[src/sv/sensor_frame_parser_level_monitor_core_macros.svh]
// ----------------------------------------------------------------------------
// Assertion macros for the sensor frame parser level monitor
// Shorthand for clocked implication checks with synchronous reset disable.
// ----------------------------------------------------------------------------
`ifndef SENSOR_FRAME_PARSER_LEVEL_MONITOR_CORE_MACROS_SVH
`define SENSOR_FRAME_PARSER_LEVEL_MONITOR_CORE_MACROS_SVH

// Same-cycle implication.
`define SFPLM_ASSERT_NOW(label, clk, rst, ante, cons) \
  label: assert property (@(posedge clk) disable iff (rst) (ante) |-> (cons)) \
    else $error("sfplm assertion failed");

// Next-cycle implication.
`define SFPLM_ASSERT_NEXT(label, clk, rst, ante, cons) \
  label: assert property (@(posedge clk) disable iff (rst) (ante) |=> (cons)) \
    else $error("sfplm assertion failed");

`endif

[src/sv/sfplm_pkg.sv]
// ----------------------------------------------------------------------------
// sfplm_pkg
// Types and constants shared by the frame parser and level monitor.
// ----------------------------------------------------------------------------
`timescale 1ns / 1ps

package sfplm_pkg;

  localparam logic OP_BYTE = 1'b0;
  localparam logic OP_TICK = 1'b1;

  localparam logic [1:0] EV_GOOD       = 2'd0;
  localparam logic [1:0] EV_CHECKSUM   = 2'd1;
  localparam logic [1:0] EV_NO_SIGNAL  = 2'd2;
  localparam logic [1:0] EV_BAD_PACKET = 2'd3;

  localparam logic [2:0] REG_START_MARKER   = 3'd0;
  localparam logic [2:0] REG_ACCEPTED_TYPE  = 3'd1;
  localparam logic [2:0] REG_TANK_DEPTH     = 3'd2;
  localparam logic [2:0] REG_BYTE_GAP_LIMIT = 3'd3;
  localparam logic [2:0] REG_SILENCE_LIMIT  = 3'd4;

  localparam logic [15:0] GAP_MAX     = 16'hFFFF;
  localparam logic [19:0] SILENCE_MAX = 20'hFFFFF;
  localparam logic [6:0]  PERCENT_SCALE = 7'd100;

  typedef struct packed {
    logic [7:0]  start_marker;
    logic [7:0]  accepted_type;
    logic [15:0] vessel_depth;
    logic [15:0] byte_gap_limit;
    logic [19:0] silence_limit;
  } cfg_t;

  typedef struct packed {
    logic [1:0]  kind;
    logic [15:0] reading;
  } cmd_t;

  typedef enum logic [1:0] {
    BK_IDLE,
    BK_MUL,
    BK_DIV,
    BK_DONE
  } back_state_t;

endpackage

[src/sv/sfplm_in_if.sv]
// ----------------------------------------------------------------------------
// sfplm_in_if
// Request channel carrying received bytes and millisecond ticks.
// ----------------------------------------------------------------------------
`timescale 1ns / 1ps

interface sfplm_in_if;
  logic       valid;
  logic       ready;
  logic       opcode;
  logic [7:0] rx_byte;

  modport source (output valid, output opcode, output rx_byte, input ready);
  modport sink (input valid, input opcode, input rx_byte, output ready);
endinterface

[src/sv/sfplm_out_if.sv]
// ----------------------------------------------------------------------------
// sfplm_out_if
// Result channel carrying readings, checksum errors and alarms.
// ----------------------------------------------------------------------------
`timescale 1ns / 1ps

interface sfplm_out_if;
  logic        valid;
  logic        ready;
  logic [1:0]  event_kind;
  logic [15:0] echo_range;
  logic [15:0] fill_height;
  logic [6:0]  level_percent;

  modport source (output valid, output event_kind, output echo_range,
                  output fill_height, output level_percent, input ready);
  modport sink (input valid, input event_kind, input echo_range,
                input fill_height, input level_percent, output ready);
endinterface

[src/sv/sfplm_front.sv]
// ----------------------------------------------------------------------------
// sfplm_front
// Frame parser and silence timer; classifies each request and emits commands for frames and alarms.
// ----------------------------------------------------------------------------
`timescale 1ns / 1ps

module sfplm_front (
  input  logic               clk,
  input  logic               rst,
  input  sfplm_pkg::cfg_t    cfg,
  sfplm_in_if.sink           rx_chan,
  output logic               cmd_valid,
  output sfplm_pkg::cmd_t    cmd,
  input  logic               cmd_ready
);

  logic [7:0]  frame_bytes [4];
  logic [2:0]  pos, pos_next;
  logic [15:0] gap, gap_next, gap_inc;
  logic [19:0] silence, silence_next, silence_inc;
  logic        ck_err, ck_err_next;
  logic        alarm, alarm_next;
  logic        fb_we;
  logic        accept;
  logic [7:0]  sum;

  assign rx_chan.ready = cmd_ready;
  assign accept = rx_chan.valid && cmd_ready;

  assign gap_inc = (gap == sfplm_pkg::GAP_MAX) ? gap : gap + 16'd1;
  assign silence_inc = (silence == sfplm_pkg::SILENCE_MAX) ? silence : silence + 20'd1;
  assign sum = frame_bytes[0] + frame_bytes[1] + frame_bytes[2] + frame_bytes[3];

  always_comb begin
    pos_next     = pos;
    gap_next     = gap;
    silence_next = silence;
    ck_err_next  = ck_err;
    alarm_next   = alarm;
    fb_we        = 1'b0;
    cmd_valid    = 1'b0;
    cmd.kind     = sfplm_pkg::EV_GOOD;
    cmd.reading  = {frame_bytes[2], frame_bytes[3]};
    if (accept) begin
      if (rx_chan.opcode == sfplm_pkg::OP_TICK) begin
        gap_next     = gap_inc;
        silence_next = silence_inc;
        if (pos != 3'd0 && gap_inc > cfg.byte_gap_limit) begin
          pos_next = 3'd0;
        end
        if (silence_inc > cfg.silence_limit && !alarm) begin
          alarm_next = 1'b1;
          cmd_valid  = 1'b1;
          cmd.kind   = ck_err ? sfplm_pkg::EV_BAD_PACKET : sfplm_pkg::EV_NO_SIGNAL;
        end
      end else begin
        gap_next = 16'd0;
        if (pos == 3'd0 && rx_chan.rx_byte != cfg.start_marker) begin
          pos_next = 3'd0;
        end else if (pos < 3'd4) begin
          fb_we    = 1'b1;
          pos_next = pos + 3'd1;
        end else begin
          pos_next = 3'd0;
          if (frame_bytes[1] == cfg.accepted_type) begin
            cmd_valid = 1'b1;
            if (sum != rx_chan.rx_byte) begin
              ck_err_next = 1'b1;
              cmd.kind    = sfplm_pkg::EV_CHECKSUM;
            end else begin
              silence_next = 20'd0;
              ck_err_next  = 1'b0;
              alarm_next   = 1'b0;
            end
          end
        end
      end
    end
  end

  always_ff @(posedge clk) begin
    if (fb_we) begin
      frame_bytes[pos[1:0]] <= rx_chan.rx_byte;
    end
  end

  always_ff @(posedge clk) begin
    if (rst) begin
      pos     <= 3'd0;
      gap     <= 16'd0;
      silence <= 20'd0;
      ck_err  <= 1'b0;
      alarm   <= 1'b0;
    end else begin
      pos     <= pos_next;
      gap     <= gap_next;
      silence <= silence_next;
      ck_err  <= ck_err_next;
      alarm   <= alarm_next;
    end
  end

endmodule

[src/sv/sfplm_queue.sv]
// ----------------------------------------------------------------------------
// sfplm_queue
// Short command queue between the parser and the level calculator.
// ----------------------------------------------------------------------------
`timescale 1ns / 1ps

module sfplm_queue #(
  parameter int DEPTH = 2
) (
  input  logic            clk,
  input  logic            rst,
  input  logic            push_valid,
  input  sfplm_pkg::cmd_t push_data,
  output logic            push_ready,
  output logic            pop_valid,
  output sfplm_pkg::cmd_t pop_data,
  input  logic            pop_ready
);

  localparam int PTR_W = $clog2(DEPTH);
  localparam int CNT_W = $clog2(DEPTH + 1);

  sfplm_pkg::cmd_t slots [DEPTH];
  logic [PTR_W-1:0] wr_ptr, rd_ptr;
  logic [CNT_W-1:0] count;
  logic             do_push, do_pop;

  assign push_ready = (count != CNT_W'(DEPTH));
  assign pop_valid  = (count != '0);
  assign pop_data   = slots[rd_ptr];
  assign do_push    = push_valid && push_ready;
  assign do_pop     = pop_valid && pop_ready;

  always_ff @(posedge clk) begin
    if (do_push) begin
      slots[wr_ptr] <= push_data;
    end
  end

  always_ff @(posedge clk) begin
    if (rst) begin
      wr_ptr <= '0;
      rd_ptr <= '0;
      count  <= '0;
    end else begin
      if (do_push) begin
        wr_ptr <= (wr_ptr == PTR_W'(DEPTH - 1)) ? '0 : wr_ptr + PTR_W'(1);
      end
      if (do_pop) begin
        rd_ptr <= (rd_ptr == PTR_W'(DEPTH - 1)) ? '0 : rd_ptr + PTR_W'(1);
      end
      if (do_push && !do_pop) begin
        count <= count + CNT_W'(1);
      end else if (do_pop && !do_push) begin
        count <= count - CNT_W'(1);
      end
    end
  end

endmodule

[src/sv/sfplm_back.sv]
// ----------------------------------------------------------------------------
// sfplm_back
// Level calculator: fill level, iterative percentage division, result register.
// ----------------------------------------------------------------------------
`timescale 1ns / 1ps

module sfplm_back (
  input  logic            clk,
  input  logic            rst,
  input  logic [15:0]     vessel_depth,
  input  logic            cmd_valid,
  input  sfplm_pkg::cmd_t cmd,
  output logic            cmd_pop,
  sfplm_out_if.source     event_chan
);

  sfplm_pkg::back_state_t st, st_next;

  logic [15:0] dist_r, level_r;
  logic [22:0] num;
  logic [6:0]  quo;
  logic [2:0]  bit_idx;
  logic [22:0] den_shift;
  logic        out_free;
  logic        load_good, load_other, start_good;

  logic        out_valid;
  logic [1:0]  out_kind;
  logic [15:0] out_dist, out_level;
  logic [6:0]  out_pct;

  assign out_free  = !out_valid || event_chan.ready;
  assign den_shift = 23'(vessel_depth) << bit_idx;

  always_comb begin
    st_next    = st;
    cmd_pop    = 1'b0;
    start_good = 1'b0;
    load_good  = 1'b0;
    load_other = 1'b0;
    case (st)
      sfplm_pkg::BK_IDLE: begin
        if (cmd_valid) begin
          if (cmd.kind == sfplm_pkg::EV_GOOD) begin
            cmd_pop    = 1'b1;
            start_good = 1'b1;
            st_next    = sfplm_pkg::BK_MUL;
          end else if (out_free) begin
            cmd_pop    = 1'b1;
            load_other = 1'b1;
          end
        end
      end
      sfplm_pkg::BK_MUL: begin
        st_next = sfplm_pkg::BK_DIV;
      end
      sfplm_pkg::BK_DIV: begin
        if (bit_idx == 3'd0) begin
          st_next = sfplm_pkg::BK_DONE;
        end
      end
      sfplm_pkg::BK_DONE: begin
        if (out_free) begin
          load_good = 1'b1;
          st_next   = sfplm_pkg::BK_IDLE;
        end
      end
      default: begin
        st_next = sfplm_pkg::BK_IDLE;
      end
    endcase
  end

  always_ff @(posedge clk) begin
    if (rst) begin
      st <= sfplm_pkg::BK_IDLE;
    end else begin
      st <= st_next;
    end
  end

  always_ff @(posedge clk) begin
    if (start_good) begin
      dist_r  <= cmd.reading;
      level_r <= (cmd.reading < vessel_depth) ? vessel_depth - cmd.reading : 16'd0;
    end
    if (st == sfplm_pkg::BK_MUL) begin
      num     <= 23'(level_r * sfplm_pkg::PERCENT_SCALE);
      quo     <= 7'd0;
      bit_idx <= 3'd6;
    end
    if (st == sfplm_pkg::BK_DIV) begin
      if (num >= den_shift) begin
        num          <= num - den_shift;
        quo[bit_idx] <= 1'b1;
      end
      bit_idx <= bit_idx - 3'd1;
    end
  end

  always_ff @(posedge clk) begin
    if (load_good) begin
      out_kind  <= sfplm_pkg::EV_GOOD;
      out_dist  <= dist_r;
      out_level <= level_r;
      out_pct   <= (vessel_depth == 16'd0) ? 7'd0 : quo;
    end else if (load_other) begin
      out_kind  <= cmd.kind;
      out_dist  <= 16'd0;
      out_level <= 16'd0;
      out_pct   <= 7'd0;
    end
  end

  always_ff @(posedge clk) begin
    if (rst) begin
      out_valid <= 1'b0;
    end else if (load_good || load_other) begin
      out_valid <= 1'b1;
    end else if (event_chan.ready) begin
      out_valid <= 1'b0;
    end
  end

  assign event_chan.valid         = out_valid;
  assign event_chan.event_kind    = out_kind;
  assign event_chan.echo_range    = out_dist;
  assign event_chan.fill_height   = out_level;
  assign event_chan.level_percent = out_pct;

endmodule

[src/sv/sensor_frame_parser_level_monitor_core.sv]
// ----------------------------------------------------------------------------
// sensor_frame_parser_level_monitor_core
// Start-byte framed distance packet parser with tank level and silence alarm.
// ----------------------------------------------------------------------------
//  Channel     Direction  Carries
//  rx_chan     in         opcode (byte or tick), rx_byte
//  event_chan  out        event_kind, echo_range, fill_height, level_percent
//  cfg port    in         cfg_we, cfg_index, cfg_data (register write)
//
//  The parser takes one request per cycle while the command queue has room.
//  A good reading passes through the level calculator's MUL state, the
//  multiply by 100, and DIV state, the one-bit-a-step percentage division.
//  Errors and alarms go from idle straight to the output register once free.
//  Reset is synchronous and clears all control state; no clearing pass.
//  A stalled result holds in the output register while parsing goes on.
// ----------------------------------------------------------------------------
`timescale 1ns / 1ps
`include "sensor_frame_parser_level_monitor_core_macros.svh"

module sensor_frame_parser_level_monitor_core #(
  parameter int QUEUE_DEPTH = 2
) (
  input  logic        clk,
  input  logic        rst,
  sfplm_in_if.sink    rx_chan,
  sfplm_out_if.source event_chan,
  input  logic        cfg_we,
  input  logic [2:0]  cfg_index,
  input  logic [19:0] cfg_data
);

  sfplm_pkg::cfg_t cfg;
  sfplm_pkg::cmd_t push_cmd, pop_cmd;
  logic            push_valid, push_ready;
  logic            pop_valid, pop_ready;

  always_ff @(posedge clk) begin
    if (rst) begin
      cfg.start_marker   <= 8'd170;
      cfg.accepted_type  <= 8'd1;
      cfg.vessel_depth   <= 16'd2000;
      cfg.byte_gap_limit <= 16'd1000;
      cfg.silence_limit  <= 20'd30000;
    end else if (cfg_we) begin
      case (cfg_index)
        sfplm_pkg::REG_START_MARKER:   cfg.start_marker   <= cfg_data[7:0];
        sfplm_pkg::REG_ACCEPTED_TYPE:  cfg.accepted_type  <= cfg_data[7:0];
        sfplm_pkg::REG_TANK_DEPTH:     cfg.vessel_depth   <= cfg_data[15:0];
        sfplm_pkg::REG_BYTE_GAP_LIMIT: cfg.byte_gap_limit <= cfg_data[15:0];
        sfplm_pkg::REG_SILENCE_LIMIT:  cfg.silence_limit  <= cfg_data;
        default: begin
        end
      endcase
    end
  end

  sfplm_front u_front (
    .clk       (clk),
    .rst       (rst),
    .cfg       (cfg),
    .rx_chan   (rx_chan),
    .cmd_valid (push_valid),
    .cmd       (push_cmd),
    .cmd_ready (push_ready)
  );

  sfplm_queue #(
    .DEPTH (QUEUE_DEPTH)
  ) u_queue (
    .clk        (clk),
    .rst        (rst),
    .push_valid (push_valid),
    .push_data  (push_cmd),
    .push_ready (push_ready),
    .pop_valid  (pop_valid),
    .pop_data   (pop_cmd),
    .pop_ready  (pop_ready)
  );

  sfplm_back u_back (
    .clk          (clk),
    .rst          (rst),
    .vessel_depth (cfg.vessel_depth),
    .cmd_valid    (pop_valid),
    .cmd          (pop_cmd),
    .cmd_pop      (pop_ready),
    .event_chan   (event_chan)
  );

  `SFPLM_ASSERT_NOW(a_other_fields_zero, clk, rst,
    event_chan.valid && event_chan.event_kind != sfplm_pkg::EV_GOOD,
    event_chan.echo_range == 16'd0 && event_chan.fill_height == 16'd0 &&
    event_chan.level_percent == 7'd0)
  `SFPLM_ASSERT_NOW(a_percent_range, clk, rst,
    event_chan.valid, event_chan.level_percent <= 7'd100)
  `SFPLM_ASSERT_NOW(a_level_sum, clk, rst,
    event_chan.valid && event_chan.event_kind == sfplm_pkg::EV_GOOD &&
    event_chan.echo_range < cfg.vessel_depth,
    17'(event_chan.fill_height) + 17'(event_chan.echo_range) == 17'(cfg.vessel_depth))

endmodule

[src/flat_wrapper.sv]
// flat-port wrapper written by rule: the top's interface ports become plain ports
module sensor_frame_parser_level_monitor_core_flat 
#(
  parameter int QUEUE_DEPTH = 2
)
  (clk, rst, cfg_we, cfg_index, cfg_data, rx_chan_valid, rx_chan_opcode, rx_chan_rx_byte, rx_chan_ready, event_chan_valid, event_chan_event_kind, event_chan_echo_range, event_chan_fill_height, event_chan_level_percent, event_chan_ready);
  sfplm_in_if rx_chan_i ();
  sfplm_out_if event_chan_i ();
  input  logic clk;
  input  logic rst;
  input  logic cfg_we;
  input  logic [2:0] cfg_index;
  input  logic [19:0] cfg_data;
  input wire logic [$bits(rx_chan_i.valid)-1:0] rx_chan_valid;
  input wire logic [$bits(rx_chan_i.opcode)-1:0] rx_chan_opcode;
  input wire logic [$bits(rx_chan_i.rx_byte)-1:0] rx_chan_rx_byte;
  output wire logic [$bits(rx_chan_i.ready)-1:0] rx_chan_ready;
  output wire logic [$bits(event_chan_i.valid)-1:0] event_chan_valid;
  output wire logic [$bits(event_chan_i.event_kind)-1:0] event_chan_event_kind;
  output wire logic [$bits(event_chan_i.echo_range)-1:0] event_chan_echo_range;
  output wire logic [$bits(event_chan_i.fill_height)-1:0] event_chan_fill_height;
  output wire logic [$bits(event_chan_i.level_percent)-1:0] event_chan_level_percent;
  input wire logic [$bits(event_chan_i.ready)-1:0] event_chan_ready;
  assign rx_chan_i.valid = rx_chan_valid;
  assign rx_chan_i.opcode = rx_chan_opcode;
  assign rx_chan_i.rx_byte = rx_chan_rx_byte;
  assign rx_chan_ready = rx_chan_i.ready;
  assign event_chan_valid = event_chan_i.valid;
  assign event_chan_event_kind = event_chan_i.event_kind;
  assign event_chan_echo_range = event_chan_i.echo_range;
  assign event_chan_fill_height = event_chan_i.fill_height;
  assign event_chan_level_percent = event_chan_i.level_percent;
  assign event_chan_i.ready = event_chan_ready;
  sensor_frame_parser_level_monitor_core #(.QUEUE_DEPTH(QUEUE_DEPTH)) u_core (.clk(clk), .rst(rst), .rx_chan(rx_chan_i), .event_chan(event_chan_i), .cfg_we(cfg_we), .cfg_index(cfg_index), .cfg_data(cfg_data));
endmodule
[config.mk]
export PLATFORM = sky130hd
export DESIGN_NAME = sensor_frame_parser_level_monitor_core_flat
export DESIGN_NICKNAME = d
export VERILOG_FILES = /design/src/sv/sfplm_pkg.sv /design/src/sv/sfplm_in_if.sv /design/src/sv/sfplm_out_if.sv /design/src/sv/sfplm_front.sv /design/src/sv/sfplm_queue.sv /design/src/sv/sfplm_back.sv /design/src/sv/sensor_frame_parser_level_monitor_core.sv /design/src/flat_wrapper.sv
export VERILOG_INCLUDE_DIRS = /design/src /design/src/sv
export SDC_FILE = /design/constraint.sdc
export NUM_CORES = 1
export LEC_CHECK = 0
export ABC_AREA = 0
export BUFFER_PORTS_ARGS = -buffer_cell sky130_fd_sc_hd__buf_2
export CORE_ASPECT_RATIO = 1.1
export CORE_MARGIN = 2
export CORE_UTILIZATION = 60
export DETAILED_ROUTE_END_ITERATION = 12
export PLACE_DENSITY = 0.77
export REMOVE_ABC_BUFFERS = 1
export SYNTH_ARGS = -nofsm -noshare
export SYNTH_HDL_FRONTEND = slang
export SYNTH_SLANG_ARGS = --single-unit
[constraint.sdc]
create_clock -name clk -period 4.7 [get_ports clk]
set_input_delay 0.235 -clock clk [delete_from_list [all_inputs] [get_ports clk]]
set_output_delay 0.235 -clock clk [all_outputs]
set_load 0.1 [all_outputs]
==> results of run 1 <==
## worst reg2reg max path, stage by stage, from the launching register on
cell      delay [ps]
dfxtp_1          440
nand4_1          130
buf_4            180
nor4_4           320
nor2b_1          210
nand4_1          110
mux2_2           310
ha_1             290
nand4_1          180
or3b_1           430
nor3_2           240
o21ai_1          100
o211ai_1         150
o21ai_1          200
a21oi_2          230
ha_1             300
or3_1            390
a21oi_1          140
## cells in the mapped netlist, drive strengths merged, types with 4 or more instances
library cell,count,share of area
nor3,26,0.0078
o41ai,6,0.0030
mux2,15,0.010
a31o,4,0.0020
inv,159,0.035
o21ai,48,0.014
o31ai,8,0.0038
dfxtp,149,0.17
nand4,20,0.0073
nor2b,21,0.0076
mux4,6,0.0078
a22oi,6,0.0026
clkbuf,55,0.012
mux2i,68,0.039
and4,4,0.0020
a21oi,133,0.039
or2,8,0.0029
a21o,34,0.015
xnor2,54,0.027
o311ai,4,0.0025
nor2,92,0.020
edfxtp,142,0.25
or3,10,0.0036
fa,27,0.031
o211ai,19,0.0083
nand3,51,0.015
a311oi,9,0.0049
nor4,15,0.0054
a211o,7,0.0036
nand2b,21,0.0076
buf,14,0.0039
and3,48,0.017
a211oi,7,0.0030
nand2,198,0.043
o21a,12,0.0052
xor2,44,0.022
a31oi,13,0.0056
o32ai,4,0.0020
a22o,14,0.0071
o21bai,5,0.0022
ha,147,0.11
and2,17,0.0062
## timing repair
action                     in CTS  in global routing
hold endpoints to repair       84                  0
hold buffers                   28                  0
setup endpoints to repair       0                 52
gates resized for setup         0                  7
setup buffers                   0                  1
## worst paths after layout
| kind | end | slack, ps | cells after the start |
|---|---|---|---|
| setup / recovery | u_core.u_queue.count[1] | 310 | 17 |
| hold / removal | u_core.u_back.event_chan.valid | 110 | 3 |
| setup reg to reg | u_core.u_queue.count[1] | 310 | 17 |
| hold reg to reg | u_core.cfg[34] | 460 | 2 |
## report_power, final
| group | switching (W) | leakage (nW) | total (W) | internal, W |
|---|---|---|---|---|
| Sequential | 0.000186 | 2.52 | 0.00323 | 0.00304 |
| Combinational | 0.00299 | 5.33 | 0.00449 | 0.00149 |
| Clock | 0.00102 | 0.491 | 0.00242 | 0.00141 |
## registers in the layout, summed over array words and instances, names as in the netlist, 2 cells and up, named ones only
signal                                  count
u_core.u_back.event_chan.level_percent      7
u_core.u_back.st                            2
u_core.cfg                                 68
u_core.u_front.silence                     20
u_core.u_back.event_chan.event_kind         2
u_core.u_front.frame_bytes                 32
u_core.u_back.dist_r                       16
u_core.u_queue.slots                       36
u_core.u_back.quo                           7
u_core.u_back.bit_idx                       3
u_core.u_back.event_chan.echo_range        16
u_core.u_back.event_chan.fill_height       16
u_core.u_back.level_r                      16
u_core.u_queue.count                        2
u_core.u_back.num                          23
u_core.u_front.pos                          3
u_core.u_front.gap                         16
## metal layers
| layer | wire length, um | vias to the layer above | part of all wire | track usage |
|---|---|---|---|---|
| met2 | 20900 | 465 | 0.50 | 0.497 |
| met5 | 0 | - | 0 | 0 |
| met3 | 2390 | 102 | 0.057 | 0.0351 |
| li1 | - | 6489 | - | - |
| met1 | 16800 | 6365 | 0.40 | 0.331 |
| met4 | 1570 | 0 | 0.038 | 0.101 |
## area by class of cell
cell class,instances,area [um^2]
Inverter,160,601
Fill cell,2226,9130
Antenna cell,1,2.50
Clock inverter,10,135
Timing Repair Buffer,129,841
Sequential cell,291,7250
Tap cell,368,460
Clock buffer,46,881
Multi-Input combinational cell,1255,9170
## cells by family after synthesis
logic type      share of synthesized area
simple gates                        0.150
compound gates                      0.134
flops                               0.420
buf+inv                            0.0507
fa+ha+maj                           0.138
xor+xnor                           0.0497
mux                                0.0575
## stage by stage
step	total power [W]	area, um^2	setup WS [ps]	utilization	instances
after floorplan	0.00677	17000	316	-	1706
after global placement	0.00758	18000	283	0.632	2174
after detailed placement	0.00769	18000	60.9	0.632	2174
after CTS	0.0101	19300	40.3	0.678	2258
after global routing	0.0107	19300	15.3	0.679	2259
final	0.0101	19300	307	0.679	2260
==> flow_summary.yaml, run 1 <==
status:
  outcome: "completed"
worst_setup_path:
  startpoint_type: "flip-flop"
  cp_max_fo: 5
  cp-startpoint: "u_core.u_front.silence[8]"
  path_buf_inv: 1
  slowest_stage: "dfxtp_1"
  end_kind: "flip-flop"
  path_class: "reg2reg"
  reg2reg_from: "u_core.u_front.silence[8]"
  path_cells: "nand4_1 -> buf_4 -> nor4_4 -> nor2b_1 -> nand4_1 -> mux2_2 -> ha_1 -> nand4_1 -> or3b_1 -> nor3_2 -> o21ai_1 -> o211ai_1 -> o21ai_1 -> a21oi_2 -> ha_1 -> or3_1 -> a21oi_1"
  critPathMaxStageDelay_ps: 440
  critical_path_arrival_ps: 4900
  critPathTopFamily: "simple AND/OR/NAND/NOR gates"
  cp_common_cell: "nand4_1"
  required_ps: 5210
clock_network:
  cts_made_buffers: 30
  cts_root_buffer: "clkbuf_16"
  h-tree-depth: 1
  clk_pin_slew_worst_paths_ps: 60
  clk_latency_ps: 580
  tritoncts: "built"
  cts_buffer_depth: 3
  cts_sinks: 291
timing:
  max_clock_freq_mhz: 228
  fin_crit_ps: 4390
  rsz0062_at_grt: "false"
  tightest_slew_ps: 1080
  hold_violations: 0
  tns_ps: 0
  clock_skew_ps: 33.7
  setup_viol: 0
  finalCritPeriodShare: 0.935
  slew_viol_final: 0
  holdWs_ps: 115
  maxSlewHeadroom: 0.279
detailed_routing:
  drtIter0Drc: 1064
  vias_per_cell: 5.94
  route.detailed.drc: 0
  wl_per_cell_um: 18.4
  wl_um: 41700
  num_vias: 13400
  drtAntennaViolNets: 0
  firstDrtPassIters: 8
floorplanning:
  start_util: 0.606
  die_y_um: 182
  die_area_um2: 30100
  core_um2: 28500
  io_pins: 80
  rows: 65
  fp.dieW_um: 166
cells_and_area:
  synthToLayoutAreaGrowth_pct: 12.1
  nets: 2078
  layout_commonest_cell: "nand2_1"
  layout_common_cells: "nand2_1 (198), inv_1 (159), dfxtp_1 (149)"
  drive_gt1_frac: 0.103
synthesis:
  syn_inst: 1775
  synth_edf_count: 142
  synth-main-ff-cell: "dfxtp_1"
  yosysSeqAreaShare: 0.420
  ys_types: 77
  synthArstFlopShare: 0
  synth_area_per_cell_um2: 9.72
  ys_ff_latch: 291
  yosysWarnings: 0
  netlist_area_um2: 17300
global_route:
  antenna_found_initial: 1
  grt_usage: 0.273
  grt_max_degree: 53
  gr-total-overflow: 0
  grt_first_pass_wirelength_um: 67000
  grt_pass1_vias: 13200
place:
  dp_hpwl_um: 30000
  gp_congestion: 0.893
  io_buffers: 79
power:
  cellLeakagePower_nw: 8.35
  ir_worst_vdd_v: 0.000532
  p_per_area_nw_per_um2: 524
worst_hold_path:
  hold_start: "event_chan_ready"
  min_path_type: "in2reg"
run:
  drv.max_cap_violation_count: 0
Power figures use the tool's default switching activity.
==> inputs of run 2 (changes only) <==
REMOVE_ABC_BUFFERS = unset   (was 1)
==> flow_summary.yaml, run 2 (synthesis gave the netlist of run 1 again) <==
floorplanning:
  start_util: 0.606
  io_pins: 80
  die_y_um: 182
  rows: 65
  die_area_um2: 30100
  fp.dieW_um: 166
  core_um2: 28500
worst_setup_path:
  reg2reg_from: "u_core.u_front.silence[0]"
  reg2regPathDepth: 17
  cp-startpoint: "u_core.u_front.silence[0]"
  timing.rr.end: "u_core.u_queue.count[1]"
  cp_max_fo: 5
  required_ps: 5190
  path_class: "reg2reg"
  startpoint_type: "flip-flop"
  critical_path_arrival_ps: 4920
  end_kind: "flip-flop"
  rrSetupSlack_ps: 270
  crit_end: "u_core.u_queue.count[1]"
power:
  p_per_area_nw_per_um2: 534
  power_frac_comb: 0.433
  cellLeakagePower_nw: 8.39
  seqPwrFrac: 0.312
  switching_share: 0.413
  ir_worst_vdd_v: 0.000552
  p_int_w: 0.00609
  power_frac_clock: 0.255
  p_sw_w: 0.00429
cells_and_area:
  synthToLayoutAreaGrowth_pct: 12.6
  drive_gt1_frac: 0.106
  fillerInstances: 2161
  diodes: 0
  layout_commonest_cell: "nand2_1"
  largest_reg_flops: 68
  regMostFlops: "u_core.cfg"
  layout_common_cells: "nand2_1 (198), inv_1 (159), dfxtp_1 (149)"
  seqCellArea_um2: 7250
  nets: 2078
  multi_input_area_um2: 9170
timing:
  holdWs_ps: 26.4
  tightest_slew_ps: 1290
  clock_skew_ps: 45.2
  fin_crit_ps: 4430
  setup_viol: 0
  max_clock_freq_mhz: 226
  finalCritPeriodShare: 0.943
  hold_violations: 0
  slew_viol_final: 0
  rsz0062_at_grt: "false"
  maxSlewHeadroom: 0.142
  tns_ps: 0
detailed_routing:
  wl_um: 42500
  drtAntennaViolNets: 0
  firstDrtPassIters: 5
  route.detailed.drc: 0
  num_vias: 13500
  drtIter0Drc: 845
  wl_per_cell_um: 18.8
  vias_per_cell: 5.98
global_route:
  antenna_found_initial: 0
  grt_max_degree: 48
  gr-total-overflow: 0
  grt_first_pass_wirelength_um: 68100
  grt_pass1_vias: 13300
  grt_usage: 0.279
place:
  gp_congestion: 0.921
  io_buffers: 79
  dp_hpwl_um: 30800
clock_network:
  cts_buffer_depth: 3
  cts_sinks: 291
  cts_made_buffers: 30
  h-tree-depth: 1
  clk_pin_slew_worst_paths_ps: 70
  tritoncts: "built"
  clk_latency_ps: 600
  cts_root_buffer: "clkbuf_16"
worst_hold_path:
  min_path_type: "in2reg"
  hold_depth: 3
status:
  outcome: "completed"
run:
  drv.max_cap_violation_count: 0
synthesis:
  syn-num-nets: 1986
==> run 2: cell types whose count changed in the layout (fill, tap and decap cells not counted), moves of 2 or more <==
| cell | delta |
|---|---|
| bufinv_16 | +4 |
| clkbuf_1 | -9 |
| clkbuf_8 | -5 |
| clkinv_1 | +2 |
| clkinv_4 | +5 |
| clkinvlp_4 | +2 |
| inv_6 | +2 |
==> run 2: area by class of cell <==
class	count	area share
Clock buffer	32	0.0400
Clock inverter	24	0.0177
Tap cell	368	0.0237
Timing Repair Buffer	129	0.0431
Inverter	160	0.0309
Sequential cell	291	0.373
Multi-Input combinational cell	1255	0.472
==> run 2: critical path, cell delays in order, from the launching register on <==
cell      delay (ps)
dfxtp_1          420
ha_1             230
nand2_1          100
nor4_4           330
nor2b_1          220
nand4_1          130
mux2_2           300
ha_1             290
nand4_1          170
or3b_1           450
nor3_2           230
o21ai_1          110
o211ai_1         140
o21ai_1          200
a21oi_2          230
ha_1             290
or3_1            370
a21oi_1          140
==> run 2: how the worst min path moves through the flow <==
stage,start,endpoint,slack (ps)
after floorplan,rx_chan_rx_byte[0],u_core.u_front.frame_bytes[0][0],330
after global placement,u_core.u_back.quo[1],u_core.u_back.quo[1],440
after detailed placement,u_core.u_back.quo[0],u_core.u_back.quo[0],440
after CTS,cfg_data[5],u_core.cfg[65],0.3
after global routing,cfg_data[5],u_core.cfg[57],8
final,cfg_data[5],u_core.cfg[65],30
==> run 2: metal layers <==
layer | routed length, um | global-route usage
met5 | 0 | 0
met1 | 17200 | 0.343
met4 | 1890 | 0.118
met2 | 21200 | 0.494
met3 | 2250 | 0.0351
==> run 2: what timing repair did <==
item,CTS,global route
endpoints found under the setup margin,0,52
setup buffers,0,2
endpoints found under the hold margin,83,0
hold buffers,27,0
gates resized for setup,0,6
==> run 2: power by group through the flow <==
| stage | clock network, W | logic (W) | registers, W |
|---|---|---|---|
| final | 0.00265 | 0.00450 | 0.00324 |
| after global routing | 0.00279 | 0.00493 | 0.00327 |
| after CTS | 0.00269 | 0.00450 | 0.00324 |
| after detailed placement | 0 | 0.00445 | 0.00329 |
| after global placement | 0 | 0.00436 | 0.00327 |
| after floorplan | 0 | 0.00270 | 0.00411 |
==> run 2: stage by stage <==
stage | instance area [um^2] | worst slack (ps) | instances | total power, W | utilization
floorplan | 17300 | 649 | 1775 | 0.00681 | -
global placement | 18000 | 279 | 2174 | 0.00763 | 0.632
detailed placement | 18000 | 79.7 | 2174 | 0.00773 | 0.632
CTS | 19400 | 55.8 | 2257 | 0.0104 | 0.681
global route | 19400 | 40.2 | 2259 | 0.0110 | 0.683
finish | 19400 | 269 | 2259 | 0.0104 | 0.683
